===== src/rtl/core/cbkh_pkg.sv =====
// Package for the canonical binary k-mer hasher: base codes, ASCII values,
// coder selects, config register indexes and reset values, decode functions.
// No dependencies.
package cbkh_pkg;

  localparam int SEL_W     = 64;
  localparam int IDX_W     = 32;
  localparam int CFG_IDX_W = 2;

  typedef logic [2:0] base_code_t;
  typedef logic [1:0] coder_sel_t;

  localparam base_code_t CODE_A   = 3'd0;
  localparam base_code_t CODE_C   = 3'd1;
  localparam base_code_t CODE_G   = 3'd2;
  localparam base_code_t CODE_T   = 3'd3;
  localparam base_code_t CODE_BAD = 3'd4;

  localparam logic [7:0] ASCII_A_UC = 8'd65;
  localparam logic [7:0] ASCII_A_LC = 8'd97;
  localparam logic [7:0] ASCII_C_UC = 8'd67;
  localparam logic [7:0] ASCII_C_LC = 8'd99;
  localparam logic [7:0] ASCII_G_UC = 8'd71;
  localparam logic [7:0] ASCII_G_LC = 8'd103;
  localparam logic [7:0] ASCII_T_UC = 8'd84;
  localparam logic [7:0] ASCII_T_LC = 8'd116;

  localparam coder_sel_t CODER_AT = 2'd0;
  localparam coder_sel_t CODER_AC = 2'd1;
  localparam coder_sel_t CODER_AG = 2'd2;

  localparam logic [CFG_IDX_W-1:0] CFG_SET0 = 2'd0;
  localparam logic [CFG_IDX_W-1:0] CFG_SET1 = 2'd1;
  localparam logic [CFG_IDX_W-1:0] CFG_SET2 = 2'd2;

  localparam logic [SEL_W-1:0] SEL0_RST = 64'h0000_0000_0000_0000;
  localparam logic [SEL_W-1:0] SEL1_RST = 64'h5555_5555_5555_5555;
  localparam logic [SEL_W-1:0] SEL2_RST = 64'hAAAA_AAAA_AAAA_AAAA;

  typedef struct packed {
    logic full;
    logic all_acgt;
  } win_stat_t;

  function automatic base_code_t char_to_code(input logic [7:0] ch);
    base_code_t code;
    case (ch)
      ASCII_A_UC, ASCII_A_LC: code = CODE_A;
      ASCII_C_UC, ASCII_C_LC: code = CODE_C;
      ASCII_G_UC, ASCII_G_LC: code = CODE_G;
      ASCII_T_UC, ASCII_T_LC: code = CODE_T;
      default:                code = CODE_BAD;
    endcase
    return code;
  endfunction

  function automatic logic code_bit(input coder_sel_t sel, input logic [1:0] b);
    logic bit_v;
    case (sel)
      CODER_AT: bit_v = (b == CODE_A[1:0]) || (b == CODE_T[1:0]);
      CODER_AC: bit_v = (b == CODE_A[1:0]) || (b == CODE_C[1:0]);
      default:  bit_v = (b == CODE_A[1:0]) || (b == CODE_G[1:0]);
    endcase
    return bit_v;
  endfunction

endpackage


===== src/rtl/core/cbkh_window.sv =====
// Base window: decodes the incoming character, shifts it into the window
// and tracks the fill count. Depends on cbkh_pkg.
module cbkh_window import cbkh_pkg::*; #(
  parameter int KMER_LEN = 32
) (
  input  logic                        clk,
  input  logic                        rst_n,
  input  logic                        take,
  input  logic [7:0]                  base_char,
  input  logic                        new_sequence,
  output logic [KMER_LEN-1:0][2:0]    window,
  output win_stat_t                   stat
);

  localparam int CW = $clog2(KMER_LEN + 1);

  logic [KMER_LEN-1:0][2:0] win_r, win_nxt;
  logic [CW-1:0]            fill_r, fill_nxt, fill_base;
  logic [KMER_LEN-1:0]      good;

  always_comb begin
    fill_base = new_sequence ? '0 : fill_r;
    fill_nxt  = (fill_base == CW'(KMER_LEN)) ? fill_base : fill_base + CW'(1);
    win_nxt   = {char_to_code(base_char), win_r[KMER_LEN-1:1]};
  end

  always_ff @(posedge clk) begin
    if (!rst_n) begin
      fill_r <= '0;
    end else if (take) begin
      fill_r <= fill_nxt;
    end
  end

  always_ff @(posedge clk) begin
    if (take) begin
      win_r <= win_nxt;
    end
  end

  genvar z;
  generate
    for (z = 0; z < KMER_LEN; z++) begin : g_good
      assign good[z] = (win_r[z] != CODE_BAD);
    end
  endgenerate

  assign window        = win_r;
  assign stat.full     = (fill_r == CW'(KMER_LEN));
  assign stat.all_acgt = &good;

endmodule


===== src/rtl/core/cbkh_canon.sv =====
// Canonical index for one coder set: forward and reverse-complement binary
// codes of the window, smaller one wins. Depends on cbkh_pkg.
module cbkh_canon import cbkh_pkg::*; #(
  parameter int KMER_LEN = 32
) (
  input  logic [KMER_LEN-1:0][2:0] window,
  input  logic [SEL_W-1:0]         sel,
  output logic [KMER_LEN-1:0]      index
);

  logic [KMER_LEN-1:0] fwd, rc;

  genvar z;
  generate
    for (z = 0; z < KMER_LEN; z++) begin : g_pos
      assign fwd[KMER_LEN-1-z] = code_bit(sel[2*z +: 2], window[z][1:0]);
      assign rc[z] = code_bit(sel[2*(KMER_LEN-1-z) +: 2], ~window[z][1:0]);
    end
  endgenerate

  assign index = (fwd < rc) ? fwd : rc;

endmodule


===== src/rtl/core/canonical_binary_kmer_hasher_top.sv =====
// Datapath: an input transaction is registered in the window register, then in
// the result register. Throughput: one transaction per cycle while out_ready holds.
// The result register acts as a skid stage, so input stays ready while a
// result waits as long as the window stage is free or moving on.
// Synchronous active-low reset clears the fill count, both stage valids and
// loads the coder select registers with their default patterns.
module canonical_binary_kmer_hasher_top import cbkh_pkg::*; #(
  parameter int KMER_LEN = 32
) (
  input  logic                 clk,
  input  logic                 rst_n,
  input  logic                 in_valid,
  output logic                 in_ready,
  input  logic [7:0]           in_base_char,
  input  logic                 in_new_sequence,
  output logic                 out_valid,
  input  logic                 out_ready,
  output logic                 out_window_full,
  output logic                 out_kmer_valid,
  output logic [IDX_W-1:0]     out_canonical_index_0,
  output logic [IDX_W-1:0]     out_canonical_index_1,
  output logic [IDX_W-1:0]     out_canonical_index_2,
  input  logic                 cfg_valid,
  output logic                 cfg_ready,
  input  logic [CFG_IDX_W-1:0] cfg_index,
  input  logic [SEL_W-1:0]     cfg_data
);

  logic [SEL_W-1:0]         sel0_r, sel1_r, sel2_r;
  logic                     s1_vld_r, s1_vld_nxt;
  logic                     out_vld_r, out_vld_nxt;
  logic                     s1_adv, take, kmer_ok;
  logic [KMER_LEN-1:0][2:0] window;
  win_stat_t                stat;
  logic [KMER_LEN-1:0]      idx0, idx1, idx2;
  logic                     full_r, kvalid_r;
  logic [IDX_W-1:0]         ci0_r, ci1_r, ci2_r;

  assign cfg_ready = 1'b1;

  always_ff @(posedge clk) begin
    if (!rst_n) begin
      sel0_r <= SEL0_RST;
      sel1_r <= SEL1_RST;
      sel2_r <= SEL2_RST;
    end else if (cfg_valid) begin
      case (cfg_index)
        CFG_SET0: sel0_r <= cfg_data;
        CFG_SET1: sel1_r <= cfg_data;
        CFG_SET2: sel2_r <= cfg_data;
        default: ;
      endcase
    end
  end

  assign s1_adv   = s1_vld_r && (!out_vld_r || out_ready);
  assign in_ready = !s1_vld_r || s1_adv;
  assign take     = in_valid && in_ready;

  always_comb begin
    s1_vld_nxt  = take ? 1'b1 : (s1_adv ? 1'b0 : s1_vld_r);
    out_vld_nxt = s1_adv ? 1'b1 : (out_ready ? 1'b0 : out_vld_r);
  end

  always_ff @(posedge clk) begin
    if (!rst_n) begin
      s1_vld_r  <= 1'b0;
      out_vld_r <= 1'b0;
    end else begin
      s1_vld_r  <= s1_vld_nxt;
      out_vld_r <= out_vld_nxt;
    end
  end

  cbkh_window #(.KMER_LEN(KMER_LEN)) u_window (
    .clk          (clk),
    .rst_n        (rst_n),
    .take         (take),
    .base_char    (in_base_char),
    .new_sequence (in_new_sequence),
    .window       (window),
    .stat         (stat)
  );

  cbkh_canon #(.KMER_LEN(KMER_LEN)) u_canon0 (
    .window (window), .sel (sel0_r), .index (idx0)
  );
  cbkh_canon #(.KMER_LEN(KMER_LEN)) u_canon1 (
    .window (window), .sel (sel1_r), .index (idx1)
  );
  cbkh_canon #(.KMER_LEN(KMER_LEN)) u_canon2 (
    .window (window), .sel (sel2_r), .index (idx2)
  );

  assign kmer_ok = stat.full && stat.all_acgt;

  always_ff @(posedge clk) begin
    if (s1_adv) begin
      full_r   <= stat.full;
      kvalid_r <= kmer_ok;
      ci0_r    <= kmer_ok ? IDX_W'(idx0) : '0;
      ci1_r    <= kmer_ok ? IDX_W'(idx1) : '0;
      ci2_r    <= kmer_ok ? IDX_W'(idx2) : '0;
    end
  end

  assign out_valid             = out_vld_r;
  assign out_window_full       = full_r;
  assign out_kmer_valid        = kvalid_r;
  assign out_canonical_index_0 = ci0_r;
  assign out_canonical_index_1 = ci1_r;
  assign out_canonical_index_2 = ci2_r;

endmodule


===== config.mk =====
export PLATFORM = sky130hd
export DESIGN_NAME = canonical_binary_kmer_hasher_top
export DESIGN_NICKNAME = d
export VERILOG_FILES = /design/src/rtl/core/cbkh_pkg.sv /design/src/rtl/core/cbkh_window.sv /design/src/rtl/core/cbkh_canon.sv /design/src/rtl/core/canonical_binary_kmer_hasher_top.sv
export SDC_FILE = /design/constraint.sdc
export NUM_CORES = 1
export LEC_CHECK = 0
export ABC_AREA = 1
export BUFFER_PORTS_ARGS = -buffer_cell sky130_fd_sc_hd__buf_2
export CORE_UTILIZATION = 35
export CTS_CLUSTER_SIZE = 16
export DETAILED_ROUTE_END_ITERATION = 12
export PLACE_DENSITY = 0.54
export SYNTH_ARGS = -nofsm -noshare
export SYNTH_HDL_FRONTEND = slang
export SYNTH_HIERARCHICAL = 1
export SYNTH_SLANG_ARGS = --single-unit

===== constraint.sdc =====
create_clock -name clk -period 9.8 [get_ports clk]
set_input_delay 1.47 -clock clk [delete_from_list [all_inputs] [get_ports clk]]
set_output_delay 1.47 -clock clk [all_outputs]
set_load 0.05 [all_outputs]

## After elaboration in Yosys (flattened, before gate mapping)

Index checks and enable logic that the tools add are counted.

| storage, ports and cells | value |
|---|---|
| input port bits | 80 |
| output and inout port bits | 101 |
| flip-flop bits (word level) | 394 |
| word-level logic and storage cells | 983 |

| cells by class | value |
|---|---|
| equal/unequal tests | 332 |
| mux-type cells | 202 |
| $add $sub $neg | 1 |
| bitwise operators | 32 |
| order comparisons | 3 |
| reductions and logical operators | 370 |

Operators with widths:

| cell | count |
|---|---|
| $pmux 1 s2 | 192 |
| $eq 2x1->1 const B | 161 |
| $logic_not 2->1 | 161 |
| $eq 2x2->1 const B | 129 |
| $logic_or 1x1->1 | 194 |
| $lt 32x32->1 | 3 |
| $mux 32 | 3 |
| $ne 3x3->1 const B | 32 |
| $eq 8x7->1 const B | 8 |
| $not 2->2 | 32 |
| $reduce_and 32->1 | 1 |
| $eq 6x6->1 const B | 2 |
| $mux 6 | 2 |
| $pmux 3 s4 | 1 |
| $reduce_or 2->1 | 4 |
| $add 6x1->6 const B | 1 |
| $reduce_and 2->1 | 3 |
| $mux 1 | 4 |
| $reduce_bool 2->1 | 2 |
| $logic_and 1x1->1 | 3 |
| $logic_not 1->1 | 2 |

## Depth between registers and ports, before layout

Gate-level depths: netlist (run 1).

| logic depth | value |
|---|---|
| depth in word-level cells | 6 |
| gate-level depth with buffers | 22 |
| depth with buffers taken out | 21 |

## Hierarchy

Netlist (run 1), hierarchy kept.

By module, submodules not included:

| module | cells each | instances | area each (sq um) | sequential area each (sq um) |
|---|---|---|---|---|
| canonical_binary_kmer_hasher_top | 1431 | 1 | 11528.6 | 6826.5 |
| cbkh_canon at u_canon1 ... | 523 | 2 | 2936.6 | 0.0 |
| cbkh_window | 362 | 1 | 4434.3 | 3002.9 |
| cbkh_canon at u_canon0 | 524 | 1 | 2939.1 | 0.0 |

## Worst setup path before layout (run 1)

OpenSTA, ideal clock, no wires.

| timing | value |
|---|---|
| path type | input -> register |
| start | input out_ready |
| end | register ci0_r[0], in the netlist out_canonical_index_0[0], enable pin |
| library setup time | 0.586 ns |
| stages | 2 |
| path slack | 2.973 ns |
| arrival time | 6.241 ns |
| buffers on the path | 0 |
| path through | inv_1 > a21oi_1 |

| on the way | value |
|---|---|
| longest elaborated chain between the ends | 2 |

Ends and longest elaborated chain:

| element | RTL line | RTL |
|---|---|---|
| start, declared | canonical_binary_kmer_hasher_top.sv:17 | `input logic out_ready,` |
| $logic_or 1x1->1 | canonical_binary_kmer_hasher_top.sv:56 | `assign s1_adv = s1_vld_r && (!out_vld_r \|\| out_ready);` |
| $logic_and 1x1->1 | canonical_binary_kmer_hasher_top.sv:56 |  |
| end signal, assigned | canonical_binary_kmer_hasher_top.sv:101 | `ci0_r <= kmer_ok ? IDX_W'(idx0) : '0;` |
| end, declared | canonical_binary_kmer_hasher_top.sv:37 | `logic [IDX_W-1:0] ci0_r, ci1_r, ci2_r;` |

Every way passes these cells.
A chain may end at the register's enable or synchronous reset.

## Final worst setup path (run 1)

| timing | value |
|---|---|
| start | register u_window.win_r, in the netlist u_window/window[93] |
| end | register ci1_r[3], in the netlist out_canonical_index_1[3], data pin |

| on the way | value |
|---|---|
| longest elaborated chain between the ends | 6 |
| elaborated cells between the ends (all ways) | 22 |

Ends and longest elaborated chain:

| element | RTL line | RTL |
|---|---|---|
| start, declared | cbkh_window.sv:17 | `logic [KMER_LEN-1:0][2:0] win_r, win_nxt;` |
| start signal, assigned | cbkh_window.sv:37 | `win_r <= win_nxt;` |
| $not 2->2 | cbkh_canon.sv:17 | `assign rc[z] = code_bit(sel[2*(KMER_LEN-1-z) +: 2], ~window[z][1:0]);` |
| $eq 2x2->1, or another cell as far along | cbkh_pkg.sv:62 | `default: bit_v = (b == CODE_A[1:0]) \|\| (b == CODE_G[1:0]);` |
| $logic_or 1x1->1, on equally long branches | cbkh_pkg.sv:62, cbkh_pkg.sv:60, cbkh_pkg.sv:61 |  |
| $pmux 1 s2 | cbkh_pkg.sv:59 | `case (sel)` |
| $lt 32x32->1 (*) | cbkh_canon.sv:21 | `assign index = (fwd < rc) ? fwd : rc;` |
| $mux 32 (*) | cbkh_canon.sv:21 |  |
| net idx1[3] | canonical_binary_kmer_hasher_top.sv:35 | `logic [KMER_LEN-1:0] idx0, idx1, idx2;` |
| end signal, assigned | canonical_binary_kmer_hasher_top.sv:102 | `ci1_r <= kmer_ok ? IDX_W'(idx1) : '0;` |
| end, declared | canonical_binary_kmer_hasher_top.sv:37 |  |

The timed path passes the listed nets; every way through them passes the cells marked *.

==> out/metrics.yaml, run 1 <==
timing:
  setup_violations: 0
  tightest_slew_ps: 906
  fin_crit_sh: 0.466
  max_freq_mhz: 219
  finalCriticalPeriod_ps: 4570
  hold_viol_final: 0
  slew_viol_final: 0
  slew_headroom: 0.394
  rsz0062_at_grt: "no"
  tns_ps: 0
  finalClockSkew_ps: 33.5
setup_path:
  critPathTopFamily: "simple AND/OR/NAND/NOR gates"
  start_kind: "register"
  cp_cell_sequence: "inv_1, nand2_1, xor2_1, inv_1, ha_1, nand2_1, nor2_2, nand4_1, nor4_2, nand2_4, nand2_8, nand2_2, nand2_2, inv_1, nor2_1"
  critical_path_required_ps: 10190
  critPathMostFrequentCell: "inv_1"
  slowest_stage: "edfxtp_1"
  max_stage_delay_ps: 610
  crit_type: "register to register"
  cp_data_arrival_time_ps: 4960
  path_max_fanout: 33
  cp-end-kind: "register"
  critPathBufInv: 3
detailed_routing:
  vias: 20200
  drt_iter0_drc: 1576
  via_per_inst: 4.63
  ant_nets: 0
  detail_route.wirelength_mm: 76.3
  wire_per_inst_um: 17.5
  first_pass_iters: 5
  drc: 0
floorplan:
  initial_core_util: 0.356
  die_h_um: 267
  dieArea_sq_um: 71200
  num_rows: 96
  io_pins: 181
  die_width_um: 267
  core_area_sq_um: 68900
placed_design:
  gp_congestion: 0.867
  io_buffers: 178
  dp_hpwl_mm: 51.9
  dp_cells: 4273
grt:
  grt_usage: 0.213
  grt_pass1_vias: 18500
  antenna_found_initial: 11
  gr-total-overflow: 0
  grt_pass1_wl_mm: 114
  grt_max_degree: 97
power:
  switching_share: 0.345
  p_leak_nw: 13.8
  p_switching_w: 0.00173
  seqPwrFrac: 0.380
  combPwrFrac: 0.250
  clkPwrFrac: 0.370
  intPower_w: 0.00329
  power_density_nw_per_um2: 185
  peakVddDrop_v: 0.000116
clocking:
  hold_buffers: 0
  clkTransAtPathRegs_ps: 60
  clk_latency_ps: 610
  cts_tree: "yes"
  htree_levels: 2
  cts_setup_buffers: 0
  clock_path_buffers: 3
  root_buffer: "clkbuf_16"
  cts.sinks: 394
  cts_resized: 0
  numCtsBuffers: 48
layout:
  nNetsFinal: 3567
  multi_input_area_sq_um: 11400
  drive_above_1_share: 0.146
  syn2layout_area_growth_pct: 10.6
  register_area_sq_um: 9830
  fillers: 7368
  stdcell_count: 4365
yosys:
  syn_area_per_cell_sq_um: 7.37
  ys_warn_count: 6
  synthesis.nets: 3507
  synth_cells: 3332
  synth_area_sq_um: 24500
flow_run:
  maxCapViolCount: 0
hold_path:
  hold_class: "register to register"
outcome:
  status: "finished clean"
[sequential cells by signal (all words and copies together) (netlist names)]
| signal | flops |
|---|---|
| out_canonical_index_0 | 32 |
| sel2_r | 64 |
| u_window/fill_r | 6 |
| out_valid | 1 |
| out_canonical_index_2 | 32 |
| u_window/window | 96 |
| out_window_full | 1 |
| sel0_r | 64 |
| out_kmer_valid | 1 |
| sel1_r | 64 |
| out_canonical_index_1 | 32 |
| s1_vld_r | 1 |
[power by group through the flow]
stage	clock network (W)	registers (W)	logic, W
4_1_cts	0.00190	0.00190	0.00125
2_1_floorplan	0	0.00195	0.000933
3_5_place_dp	0	0.00194	0.00124
5_1_grt	0.00196	0.00191	0.00138
6_report	0.00186	0.00191	0.00125
3_3_place_gp	0	0.00194	0.00124
[through the flow]
step | instance area [sq um] | util | total power (W) | hold WS, ps | worst slack (ps)
finish | 27100 | 0.394 | 0.00501 | 436 | 5230
global route | 27100 | 0.394 | 0.00526 | 446 | 5190
CTS | 27100 | 0.394 | 0.00505 | 430 | 5400
detailed placement | 25500 | 0.370 | 0.00318 | 432 | 5420
global placement | 25500 | 0.370 | 0.00318 | 428 | 5400
floorplan | 24500 | - | 0.00288 | 427 | 2970
[layout by cell type (no fill, tap or decap), types with 2 or more instances in the layout]
cell type	count
a211oi_4	3
nor2_2	4
buf_2	176
a21oi_1	102
buf_6	2
nor3_1	6
edfxtp_1	194
clkinv_2	10
xor2_1	98
inv_2	5
nand2_1	820
o21ai_0	5
nor2_1	447
nand2_4	5
clkinvlp_4	3
inv_1	553
clkinv_1	11
xnor2_1	91
nor4_2	3
bufinv_16	5
o21ai_1	6
nand2_8	3
nor2_4	3
inv_4	2
nand4_1	52
nand3_1	235
a21oi_2	10
diode_2	2
nand2_2	189
a211oi_1	6
inv_6	4
buf_4	17
ha_1	95
nand3_4	2
o211a_1	3
clkinv_4	2
clkbuf_16	51
clkbuf_1	4
dfxtp_1	200
[metal layers]
metal / global-route usage / wire length [um] / up-vias / part of all wire
met5: 0 / 103 / - / 0.0014
met1: 0.317 / 37700 / 9258 / 0.49
met3: 0.0306 / 4730 / 117 / 0.062
met4: 0.0623 / 1810 / 16 / 0.024
li1: - / - / 10300 / -
met2: 0.316 / 32000 / 547 / 0.42
[worst paths after layout]
| check | start | slack, ps | cells past startpoint | to |
|---|---|---|---|---|
| max | u_window/window[93] | 5230 | 15 | out_canonical_index_1[3] |
| min | u_window/window[23] | 440 | 0 | u_window/window[20] |
| max reg2reg | u_window/window[93] | 5230 | 15 | out_canonical_index_1[3] |
| min reg2reg | u_window/window[23] | 440 | 0 | u_window/window[20] |
[area by class of cell]
cell class / instances / area share
Clock inverter: 35 / 0.0124
Inverter: 562 / 0.0779
Sequential cell: 394 / 0.362
Timing Repair Buffer: 195 / 0.0380
Clock buffer: 55 / 0.0476
Multi-Input combinational cell: 2191 / 0.419
Antenna cell: 2 / 0.000184
Tap cell: 931 / 0.0429
No activity file was read; power rests on OpenSTA's default activity.
==> run 2: changes to the inputs <==
- PLACE_DENSITY: 0.54 -> 0.56
- clock period: 9.8 -> 4.15 ns (I/O delays scaled with it)
==> out/metrics.yaml, run 2 (synthesis gave the netlist of run 1 again) <==
grt:
  grt_pass1_wl_mm: 112  # -1.7%
  antenna_found_initial: 10  # -1
  grt_max_degree: 104  # +7.2%
  grt_usage: 0.208  # -0.00530
  grt_pass1_vias: 18300  # -1.4%
  gr-total-overflow: 0  # unchanged
layout:
  multi_input_area_sq_um: 11400  # unchanged
  register_area_sq_um: 9830  # unchanged
  largest_reg_flops: 96  # unchanged
  layout_common_cells: "nand2_1 (820), inv_1 (553), nor2_1 (447)"
  syn2layout_area_growth_pct: 11.6
  final_area_sq_um: 27400  # +0.91%
  nNetsFinal: 3589  # +0.62%
  fillers: 7224  # -2.0%
  drive_above_1_share: 0.151  # +0.00432
  final_common_cell: "nand2_1"
power:
  p_leak_nw: 13.9  # +0.72%
  power_density_nw_per_um2: 429  # +130%
  peakVddDrop_v: 0.000310  # +170%
floorplan:
  dieArea_sq_um: 71200  # unchanged
  num_rows: 96  # unchanged
  die_width_um: 267  # unchanged
  io_pins: 181  # unchanged
  initial_core_util: 0.356  # unchanged
  core_area_sq_um: 68900  # unchanged
  die_h_um: 267  # unchanged
setup_path:
  start_kind: "register"
  cp_data_arrival_time_ps: 3900  # -1060 ps
  reg2reg_depth: 14  # -1
  reg2reg_to: "out_canonical_index_1[3]"
  crit_start: "u_window/window[94]"
  path_max_fanout: 32  # -3.0%
  timing.rr.start: "u_window/window[94]"
  cp-end-kind: "register"
  critical_path_required_ps: 4470  # -5720 ps
  r2r_setup_slack_ps: 570  # -4670 ps
  crit_type: "register to register"
timing:
  tns_ps: 0  # unchanged
  max_freq_mhz: 279  # +27%
  rsz0062_at_grt: "no"
  finalCriticalPeriod_ps: 3580  # -984 ps
  slew_viol_final: 0  # unchanged
  finalClockSkew_ps: 38.5  # +5.05 ps
  whs_ps: 272  # -165 ps
  hold_viol_final: 0  # unchanged
  slew_headroom: 0.230  # -0.164
  setup_violations: 0  # unchanged
  tightest_slew_ps: 1150  # +246 ps
  setup_ws_ps: 567  # -4670 ps
  fin_crit_sh: 0.863  # +0.397
outcome:
  status: "finished clean"
hold_path:
  min_to: "sel1_r[16]"
  hold_class: "primary input to register"
  hold_start: "cfg_data[16]"
  worst_hold_path.num_cells: 3  # +3
detailed_routing:
  vias: 20300  # +0.69%
  via_per_inst: 4.63  # +0.14%
  detail_route.wirelength_mm: 74.5  # -2.3%
  wire_per_inst_um: 17.0  # -2.8%
  first_pass_iters: 5  # unchanged
  drt_iter0_drc: 1471  # -6.7%
  drc: 0  # unchanged
  ant_nets: 0  # unchanged
placed_design:
  placed_area_sq_um: 25800  # +1.2%
  dp_hpwl_mm: 52.1  # +0.35%
  gp_congestion: 0.871  # +0.47%
  dp_slack_ps: 586  # -4830 ps
  io_buffers: 178  # unchanged
clocking:
  cts_resized: 0  # unchanged
  hold_buffers: 0  # unchanged
  cts_setup_buffers: 0  # unchanged
  cts_tree: "yes"
  clock_path_buffers: 3  # unchanged
  htree_levels: 2  # unchanged
  clk_latency_ps: 600  # about the same
  numCtsBuffers: 48  # unchanged
  root_buffer: "clkbuf_16"
  clkTransAtPathRegs_ps: 60  # about the same
  cts.sinks: 394  # unchanged
flow_run:
  maxCapViolCount: 0  # unchanged
==> run 2: cell types whose count changed in the layout (fill, tap and decap cells not counted), sizes merged <==
cell | previous run | this run
clkbuf | 55 | 64
diode | 2 | 5
clkinvlp | 3 | 7
inv | 565 | 562
clkinv | 24 | 15
buf | 195 | 217
bufinv | 5 | 3
==> run 2: worst max-delay path by stage <==
stage,depth (start not counted),end,slack [ps]
2_1_floorplan,2,out_canonical_index_0[0],180
3_3_place_gp,12,out_canonical_index_2[13],600
3_5_place_dp,14,out_canonical_index_1[3],590
4_1_cts,14,out_canonical_index_1[8],560
5_1_grt,15,out_canonical_index_0[7],330
6_report,14,out_canonical_index_1[3],570
==> run 2: through the flow <==
stage / cells / util / power, W
2_1_floorplan: 3332 / - / 0.00680
3_3_place_gp: 4295 / 0.375 / 0.00757
3_5_place_dp: 4295 / 0.375 / 0.00757
4_1_cts: 4384 / 0.397 / 0.0118
5_1_grt: 4388 / 0.397 / 0.0123
6_report: 4389 / 0.397 / 0.0117
==> run 2: routing by layer <==
| metal | up-vias | global-route usage | wire [um] |
|---|---|---|---|
| li1 | 10300 | - | - |
| met1 | 9379 | 0.302 | 36000 |
| met5 | - | 0 | 88 |
| met3 | 112 | 0.0285 | 4530 |
| met4 | 12 | 0.0561 | 1730 |
| met2 | 525 | 0.320 | 32200 |
==> run 2: worst max-delay path: stages, from the launching register on <==
cell,delay [ps]
edfxtp_1,550
nor2_1,180
xor2_1,420
inv_1,90
ha_1,310
nand2_1,90
nor2_2,250
nand4_1,260
nor4_2,300
nand2_4,130
buf_4,330
nand3_1,170
nand2_2,60
inv_1,80
nor2_1,50
==> run 2: cell type report <==
cell class,instances,share of cell area
Multi-Input combinational cell,2191,0.415
Sequential cell,394,0.359
Clock buffer,64,0.0475
Antenna cell,5,0.000457
Timing Repair Buffer,217,0.0491
Clock inverter,25,0.00913
Tap cell,931,0.0425
Inverter,562,0.0772
==> run 2: report_power, final <==
part | total (W) | leakage, nW | switching (W) | internal [W]
logic | 0.00302 | 9.70 | 0.00203 | 0.000988
clock network | 0.00423 | 0.732 | 0.00182 | 0.00241
registers | 0.00450 | 3.49 | 0.000211 | 0.00429
